### src/sv/ksel_pkg.sv
// ----------------------------------------------------------------------------
// ksel_pkg
// Shared constants and types of the rank selection block.
// ----------------------------------------------------------------------------
package ksel_pkg;

	localparam int MAX_ELEMENTS = 128;
	localparam int DATA_W       = 32;
	localparam int RANK_W       = 8;
	localparam int IDX_W        = $clog2(MAX_ELEMENTS);
	localparam int CNT_W        = $clog2(MAX_ELEMENTS + 1);
	localparam int CMP_W        = (CNT_W > RANK_W) ? CNT_W : RANK_W;
	localparam int BIT_W        = $clog2(DATA_W);
	localparam int QUEUE_DEPTH  = 4;
	localparam int QPTR_W       = $clog2(QUEUE_DEPTH);
	localparam int QCNT_W       = $clog2(QUEUE_DEPTH + 1);
	localparam int ADDR_W       = 3;
	localparam int PDATA_W      = 32;

	// Register index as decoded from paddr
	localparam logic REG_RANK = 1'b0;

	// Flip of the sign bit maps two's complement order onto unsigned order
	localparam logic [DATA_W-1:0] SIGN_FLIP = {1'b1, {(DATA_W-1){1'b0}}};

	typedef struct packed {
		logic [DATA_W-1:0] value;
		logic              last;
	} item_t;

	typedef struct packed {
		logic empty;
		logic full;
	} queue_stat_t;

	typedef struct packed {
		logic             scanning;
		logic [CNT_W-1:0] count;
	} back_stat_t;

endpackage

### src/sv/ksel_front.sv
// ----------------------------------------------------------------------------
// ksel_front
// Input side: takes items in and holds them in a short queue for the back end.
// ----------------------------------------------------------------------------
module ksel_front import ksel_pkg::*; (
	input  logic        clk,
	input  logic        arst_n,
	input  logic        push,
	input  item_t       push_item,
	input  logic        pop,
	output item_t       pop_item,
	output queue_stat_t stat
);

	item_t             slots_q [QUEUE_DEPTH];
	logic [QPTR_W-1:0] wr_ptr_q;
	logic [QPTR_W-1:0] rd_ptr_q;
	logic [QCNT_W-1:0] fill_q;
	logic              do_push;
	logic              do_pop;

	assign stat.empty = (fill_q == '0);
	assign stat.full  = (fill_q == QCNT_W'(QUEUE_DEPTH));
	assign do_push    = push && !stat.full;
	assign do_pop     = pop && !stat.empty;
	assign pop_item   = slots_q[rd_ptr_q];

	// Store an incoming transfer
	always_ff @(posedge clk) begin
		if (do_push) begin
			slots_q[wr_ptr_q] <= push_item;
		end
	end

	// Advance pointers and track the fill level
	always_ff @(posedge clk or negedge arst_n) begin
		if (!arst_n) begin
			wr_ptr_q <= '0;
			rd_ptr_q <= '0;
			fill_q   <= '0;
		end else begin
			if (do_push) begin
				wr_ptr_q <= (wr_ptr_q == QPTR_W'(QUEUE_DEPTH - 1)) ? '0 : wr_ptr_q + 1'b1;
			end
			if (do_pop) begin
				rd_ptr_q <= (rd_ptr_q == QPTR_W'(QUEUE_DEPTH - 1)) ? '0 : rd_ptr_q + 1'b1;
			end
			case ({do_push, do_pop})
				2'b10:   fill_q <= fill_q + 1'b1;
				2'b01:   fill_q <= fill_q - 1'b1;
				default: fill_q <= fill_q;
			endcase
		end
	end

endmodule

### src/sv/ksel_back.sv
// ----------------------------------------------------------------------------
// ksel_back
// Element store and radix selection: one key bit per pass over the store.
// ----------------------------------------------------------------------------
module ksel_back import ksel_pkg::*; (
	input  logic              clk,
	input  logic              arst_n,
	input  logic [RANK_W-1:0] rank,
	input  queue_stat_t       qstat,
	input  item_t             item,
	output logic              pop,
	output logic              done,
	output logic [DATA_W-1:0] kth_value,
	output logic              out_of_range,
	output back_stat_t        stat
);

	typedef enum logic {ST_LOAD, ST_SCAN} state_t;

	state_t            state_q;
	logic [DATA_W-1:0] mem [MAX_ELEMENTS];
	logic [DATA_W-1:0] rdata_q;
	logic              rvalid_q;
	logic [CNT_W-1:0]  count_q;
	logic [CNT_W-1:0]  n_q;
	logic [CNT_W-1:0]  k_q;
	logic [CNT_W-1:0]  c_q;
	logic [CNT_W-1:0]  j_q;
	logic [BIT_W-1:0]  bit_q;
	logic [DATA_W-1:0] prefix_q;
	logic [DATA_W-1:0] himask_q;
	logic              done_q;
	logic [DATA_W-1:0] result_q;
	logic              oor_q;

	logic              we;
	logic [CNT_W-1:0]  count_next;
	logic [CMP_W-1:0]  rank_c;
	logic              bad;
	logic              rd_en;
	logic [DATA_W-1:0] key;
	logic              hit;
	logic [CNT_W-1:0]  c_tot;
	logic              pass_end;
	logic [DATA_W-1:0] bit_mask;
	logic              take_one;
	logic [DATA_W-1:0] prefix_next;

	assign pop        = (state_q == ST_LOAD) && !qstat.empty;
	assign we         = pop && (count_q < CNT_W'(MAX_ELEMENTS));
	assign count_next = count_q + CNT_W'(we);
	assign rank_c     = CMP_W'(rank);
	assign bad        = (rank_c == '0) || (rank_c > CMP_W'(count_next));

	// Scan: count keys that match the prefix and hold zero at the current bit
	assign rd_en       = (state_q == ST_SCAN) && (j_q < n_q);
	assign key         = rdata_q ^ SIGN_FLIP;
	assign hit         = rvalid_q && (((key ^ prefix_q) & himask_q) == '0) && !key[bit_q];
	assign c_tot       = c_q + CNT_W'(hit);
	assign pass_end    = (state_q == ST_SCAN) && (j_q == n_q);
	assign bit_mask    = DATA_W'(1) << bit_q;
	assign take_one    = (k_q > c_tot);
	assign prefix_next = take_one ? (prefix_q | bit_mask) : prefix_q;

	// Element store with registered read
	always_ff @(posedge clk) begin
		if (we) begin
			mem[count_q[IDX_W-1:0]] <= item.value;
		end
		rdata_q <= mem[j_q[IDX_W-1:0]];
	end

	// Result payload
	always_ff @(posedge clk) begin
		if (pop && item.last && bad) begin
			result_q <= '0;
			oor_q    <= 1'b1;
		end else if (pass_end && (bit_q == '0)) begin
			result_q <= prefix_next ^ SIGN_FLIP;
			oor_q    <= 1'b0;
		end
	end

	// Sequencer: load, then one pass per key bit from the top down, or an out-of-range answer
	always_ff @(posedge clk or negedge arst_n) begin
		if (!arst_n) begin
			state_q  <= ST_LOAD;
			count_q  <= '0;
			n_q      <= '0;
			k_q      <= '0;
			c_q      <= '0;
			j_q      <= '0;
			bit_q    <= '0;
			prefix_q <= '0;
			himask_q <= '0;
			rvalid_q <= 1'b0;
			done_q   <= 1'b0;
		end else begin
			done_q   <= 1'b0;
			rvalid_q <= rd_en;
			case (state_q)
				ST_LOAD: begin
					if (pop) begin
						if (!item.last) begin
							count_q <= count_next;
						end else if (bad) begin
							count_q <= '0;
							done_q  <= 1'b1;
						end else begin
							count_q  <= count_next;
							n_q      <= count_next;
							k_q      <= CNT_W'(rank_c);
							c_q      <= '0;
							j_q      <= '0;
							bit_q    <= BIT_W'(DATA_W - 1);
							prefix_q <= '0;
							himask_q <= '0;
							state_q  <= ST_SCAN;
						end
					end
				end
				ST_SCAN: begin
					if (pass_end) begin
						prefix_q <= prefix_next;
						himask_q <= himask_q | bit_mask;
						if (take_one) begin
							k_q <= k_q - c_tot;
						end
						c_q <= '0;
						j_q <= '0;
						if (bit_q == '0) begin
							count_q <= '0;
							done_q  <= 1'b1;
							state_q <= ST_LOAD;
						end else begin
							bit_q <= bit_q - 1'b1;
						end
					end else begin
						c_q <= c_tot;
						j_q <= j_q + 1'b1;
					end
				end
				default: state_q <= ST_LOAD;
			endcase
		end
	end

	assign done           = done_q;
	assign kth_value      = result_q;
	assign out_of_range   = oor_q;
	assign stat.scanning  = (state_q == ST_SCAN);
	assign stat.count     = count_q;

endmodule

### src/sv/kth_smallest_select.sv
// ----------------------------------------------------------------------------
// kth_smallest_select
// Loads a set of signed values and returns the value of a programmed rank.
// ----------------------------------------------------------------------------
// Input: drive value and last with start; the transfer happens on a rising
// edge where start is high and busy is low. Items enter a four-deep queue,
// so one item per cycle is taken until the queue fills. The item with last
// high is part of the set and closes it.
// Output: one result per set, shown for one cycle with done high. The
// receiver cannot stall, so no holding is needed. out_of_range is set and
// kth_value is zero when rank is zero or above the number of held values.
// Timing: the back end stores one value per cycle while loading; it pops
// none during selection, which after the closing value makes one pass over
// the store per key bit, bounded by the single read port of the element
// store. An out-of-range request answers in the cycle after the closing
// value leaves the queue. Up to 128 values are held; more are dropped.
// Configuration: rank at byte address 0 over the APB port, reset value 1;
// write it only while the block is idle. Reset empties queue and set.
// ----------------------------------------------------------------------------
module kth_smallest_select import ksel_pkg::*; (
	input  logic                clk,
	input  logic                arst_n,
	input  logic                start,
	output logic                busy,
	input  logic signed [31:0]  value,
	input  logic                last,
	output logic                done,
	output logic signed [31:0]  kth_value,
	output logic                out_of_range,
	input  logic                psel,
	input  logic                penable,
	input  logic                pwrite,
	input  logic [ADDR_W-1:0]   paddr,
	input  logic [PDATA_W-1:0]  pwdata,
	output logic [PDATA_W-1:0]  prdata,
	output logic                pready
);

	logic [RANK_W-1:0] rank_q;
	item_t             push_item;
	item_t             pop_item;
	queue_stat_t       qstat;
	back_stat_t        bstat;
	logic              pop;
	logic [DATA_W-1:0] result;

	// Configuration register
	assign pready = 1'b1;
	always_ff @(posedge clk or negedge arst_n) begin
		if (!arst_n) begin
			rank_q <= RANK_W'(1);
		end else if (psel && penable && pwrite && pready && (paddr[2] == REG_RANK)) begin
			rank_q <= pwdata[RANK_W-1:0];
		end
	end
	assign prdata = (paddr[2] == REG_RANK) ? PDATA_W'(rank_q) : '0;

	// Front end: queue the incoming transfer
	assign busy            = qstat.full;
	assign push_item.value = value;
	assign push_item.last  = last;

	ksel_front u_front (
		.clk       (clk),
		.arst_n    (arst_n),
		.push      (start),
		.push_item (push_item),
		.pop       (pop),
		.pop_item  (pop_item),
		.stat      (qstat)
	);

	ksel_back u_back (
		.clk          (clk),
		.arst_n       (arst_n),
		.rank         (rank_q),
		.qstat        (qstat),
		.item         (pop_item),
		.pop          (pop),
		.done         (done),
		.kth_value    (result),
		.out_of_range (out_of_range),
		.stat         (bstat)
	);

	assign kth_value = result;

	// Checks
	a_oor_zero: assert property (@(posedge clk) disable iff (!arst_n)
		(done && out_of_range) |-> (kth_value == '0))
		else $error("out-of-range result carries a nonzero value");

	a_no_result_mid_scan: assert property (@(posedge clk) disable iff (!arst_n)
		done |-> !bstat.scanning)
		else $error("result strobe while selection still runs");

	a_count_bound: assert property (@(posedge clk) disable iff (!arst_n)
		bstat.count <= CNT_W'(MAX_ELEMENTS))
		else $error("element count above store depth");

	a_scan_holds_queue: assert property (@(posedge clk) disable iff (!arst_n)
		bstat.scanning |-> !pop)
		else $error("queue popped during selection");

endmodule
### config.mk
export PLATFORM = sky130hd
export DESIGN_NAME = kth_smallest_select
export DESIGN_NICKNAME = d
export VERILOG_FILES = /design/src/sv/ksel_pkg.sv /design/src/sv/ksel_front.sv /design/src/sv/ksel_back.sv /design/src/sv/kth_smallest_select.sv
export SDC_FILE = /design/constraint.sdc
export NUM_CORES = 2
export LEC_CHECK = 0
export BUFFER_PORTS_ARGS = -buffer_cell sky130_fd_sc_hd__buf_4
export CELL_PAD_IN_SITES_DETAIL_PLACEMENT = 1
export CELL_PAD_IN_SITES_GLOBAL_PLACEMENT = 1
export CORE_UTILIZATION = 55
export DETAILED_ROUTE_END_ITERATION = 8
export HOLD_SLACK_MARGIN = 0.15
export PLACE_DENSITY_LB_ADDON = 0.25
export SLEW_MARGIN = 20
export SYNTH_ARGS = -nofsm -noshare
export SYNTH_HDL_FRONTEND = slang
export SYNTH_MEMORY_MAX_BITS = 65536
export SYNTH_SLANG_ARGS = --single-unit
### constraint.sdc
create_clock -name clk -period 9.49 [get_ports clk]
set_input_delay 1.898 -clock clk [delete_from_list [all_inputs] [get_ports clk]]
set_output_delay 1.898 -clock clk [all_outputs]
set_load 0.02 [all_outputs]
==> results.md <==
* Simple-Gate Fraction of Synth Area at 2.10%
* Flops & latches, synth at 4,420
* Type of the worst setup path: reg2reg
* Clock root cell: clkbuf_16
* First-pass GRT wire length at 708,000 um
* Worst Path Buf+Inv at 0
* Post-synth EDFFs at 4,228
* Worst slew pin tran at around 1500 ps
* Xor and xnor fraction of the mapped netlist area at 0.262%
* I/O pin total at 142
* Synth Area in Adders at less than 1%
* Hold-fix buffers, CTS at 0
* Area share of the leading cell type in the synthesized netlist at approximately 75%
* Worst path cell trace: mux4_2, mux4_2, a2111oi_0, ha_1, ha_1, and3_1, nand3_1, xor2_1, ha_1, nand4_1, o22ai_1, o22a_1, and2_0, a21oi_1, nor2_1
* Die X at 558 um
* Drt wl/cell at between 40 and 50 um
* Clock buffer count from CTS at 443
* Core ar. at 307,000 um^2
* Die height at 558 um
* Mapped Cells at 7,871
* Routed wire length at 513,000 um
* Final setup vio count at 0
* Clk buf depth at 4
* Remaining antenna violation count at 0
* Crit end category: flip-flop
* Post-synth top cells: edfxtp_1 (4,228), mux4_2 (1,073), nor2_1 (302)
* Hold Vio Cnt, Final at 0
* Setup TNS at 0 ps
* Setup Fix Bufs, Post-CTS at 0
* Final Max Tran Viols at 1
* HPWL after DPL at around 290,000 um
* Clock slew at reported path FFs at 60 ps
* Cts repair resizes at 0
* Share of layout cells above drive strength 1 at 27.0%
* Hold Crit Class: reg2reg
* Fmax at 0.161 GHz
* Drt pass-1 iters at 8
* Starting Density at 55.5%
* Leak at 61.3 nW
* Skew-Pair Late Insertion Delay at 980 ps
* Async set-reset flop share out of synthesis at 2.87%
* Slowest cell on the critical path: a2111oi_0
* Critical path data required time at 10,370 ps
* Area contributors post-synth: edfxtp_1 (75%), mux4_2 (14%), dfrtp_1 (1.9%)
* Primary FF master, synth: edfxtp_1
* Global route overflow at 0
* Vias in the first global route at around 92k
* Final #Nets at about 8.4k
* Critical Path Source Type: flip-flop
* RD Place Congestion at 0.873
* Critical path's largest stage delay at 900 ps
* RSZ-0062 raised after global routing: no
* H-tree level count at 5
* DR iter-0 viols at around 14k
* Peak VDD IR at 311 uV
* Violated checks: max-capacitance violations, max-slew violations
* Power Density at 331 nW/um^2
* Cell Area, Synth at around 170,000 um^2
* Mux cell area share after synthesis at between 10% and 20%
* Largest net degree at the start of global routing at 106
* Final min period at ~6200 ps
* Yosys cell types at 75
* DRC viols at 0
* # fillers at around 25k
* Cell mode on critical path: ha_1
* Max-cap violations at 1
* Clock Skews at a little over 70 ps
* DR vias at 88.7k
* Delay-heaviest family, CP: compound AO/OA/AOI/OAI gates
* Yosys warns at 0
* CTS tree: built
* Fin crit share at around 66%
* Register area share after synthesis at 77.2%
* Area Growth Syn to Fin at 12.9%
* Count leader, synth: edfxtp_1
* Mapped Avg Cell Area at 21.6 um^2
* Area leader, netlist: edfxtp_1
* Vias/cell at 6.93
* Compound-Gate Fraction of Synth Area at 2.95%
* Port bufs at 90
* Total GRT Usage at 33.0%
* Final Util at 62.7%
* Rows at 203
* Rel. slew slack at -0.0331%
* Clock sink count at roughly 4.4k
* Antenna violations before repair at 50
* Die area at 312,000 um^2
* Largest family of logic cells by synthesized area: multiplexers
* Worst-path maximum fanout at 16
* Outcome: complete, but fails checks
* Critical Path AT at ~7000 ps
==> metrics by stage <==
stage | setup WS (ps) | total power [mW] | instances | area (um^2) | hold WS, ps
final | 3260 | 63.6 | 12785 | 192000 | 464
after global routing | 2840 | 64.9 | 12772 | 192000 | 487
after CTS | 3280 | 63.4 | 12769 | 192000 | 473
after detailed placement | 3380 | 45.7 | 11947 | 177000 | 452
after global placement | 3370 | 44.9 | 11946 | 177000 | 450
after floorplan | 4880 | 37.4 | 7894 | 170000 | 457
==> metal layers <==
metal  GRT usage [%]  wire (um)  vias up
li1                -          -    33861
met4            16.5      29900       28
met1            43.1     181000    47309
met5               0        176        -
met2            52.1     244000     6209
met3            8.12      58300     1253
==> power breakdown <==
part	internal [mW]	total, mW	leakage [nW]	switching, mW
sequential	25.3	25.7	40.2	0.443
clock	10.2	17.8	7.18	7.59
combinational	6.34	20.1	13.9	13.7
total	41.9	63.6	61.3	21.8
==> sequential cells by signal, summed over array words and instances (netlist names), 2 cells and up <==
register / count
rank_q: 8
u_back.bit_q: 5
u_back.c_q: 8
u_back.count_q: 8
u_back.himask_q: 32
u_back.j_q: 8
u_back.k_q: 8
u_back.kth_value: 32
u_back.mem: 4096
u_back.n_q: 8
u_back.prefix_q: 32
u_back.rdata_q: 32
u_front.fill_q: 3
u_front.rd_ptr_q: 2
u_front.slots_q: 132
u_front.wr_ptr_q: 2
==> final timing paths <==
check / startpoint / end / slack, ps / cells past startpoint
worst max-delay path: u_back.bit_q[0]$_DFFE_PN0P_ / u_back.prefix_q[19]$_DFFE_PN0P_ / 3260 / 15
worst min-delay path: u_back.kth_value[0]$_SDFFE_PP0P_ / u_back.kth_value[0]$_SDFFE_PP0P_ / 460 / 1
worst max register to register: u_back.bit_q[0]$_DFFE_PN0P_ / u_back.prefix_q[19]$_DFFE_PN0P_ / 3260 / 15
worst min register to register: u_back.kth_value[0]$_SDFFE_PP0P_ / u_back.kth_value[0]$_SDFFE_PP0P_ / 460 / 1
max in group asynchronous: arst_n / u_front.rd_ptr_q[0]$_DFFE_PN0P_ / 7200 / 2
min in group asynchronous: arst_n / u_back.prefix_q[29]$_DFFE_PN0P_ / 970 / 1
==> kinds of logic after synthesis <==
group	Yosys count
AO/OA/AOI/OAI	737
buffers and inverters	486
flip-flops	4420
other	2
adder cells (fa/ha/maj)	42
multiplexers	1303
AND/OR/NAND/NOR	830
XOR/XNOR	51
==> final cells by class <==
cell class | instances | area [um^2] | area share, %
antenna | 15 | 37.5 | 0.0195
clock buffer | 547 | 11700 | 6.09
clock inverter | 275 | 3020 | 1.57
inverter | 38 | 160 | 0.0833
multi-input combinational | 2988 | 37400 | 19.5
sequential | 4420 | 131000 | 68.4
tap | 4100 | 5130 | 2.67
timing repair buffer | 402 | 3340 | 1.74
==> cell usage in the layout (no fill, tap or decap), drive strengths merged, types with 126 or more instances in the layout <==
cell       n
a21oi    174
clkbuf   547
mux2i    197
edfxtp  4228
nor2     302
dfrtp    126
nand2    301
mux4    1073
clkinv   200
buf      402
Note: power is estimated with default switching activity, not from simulation.
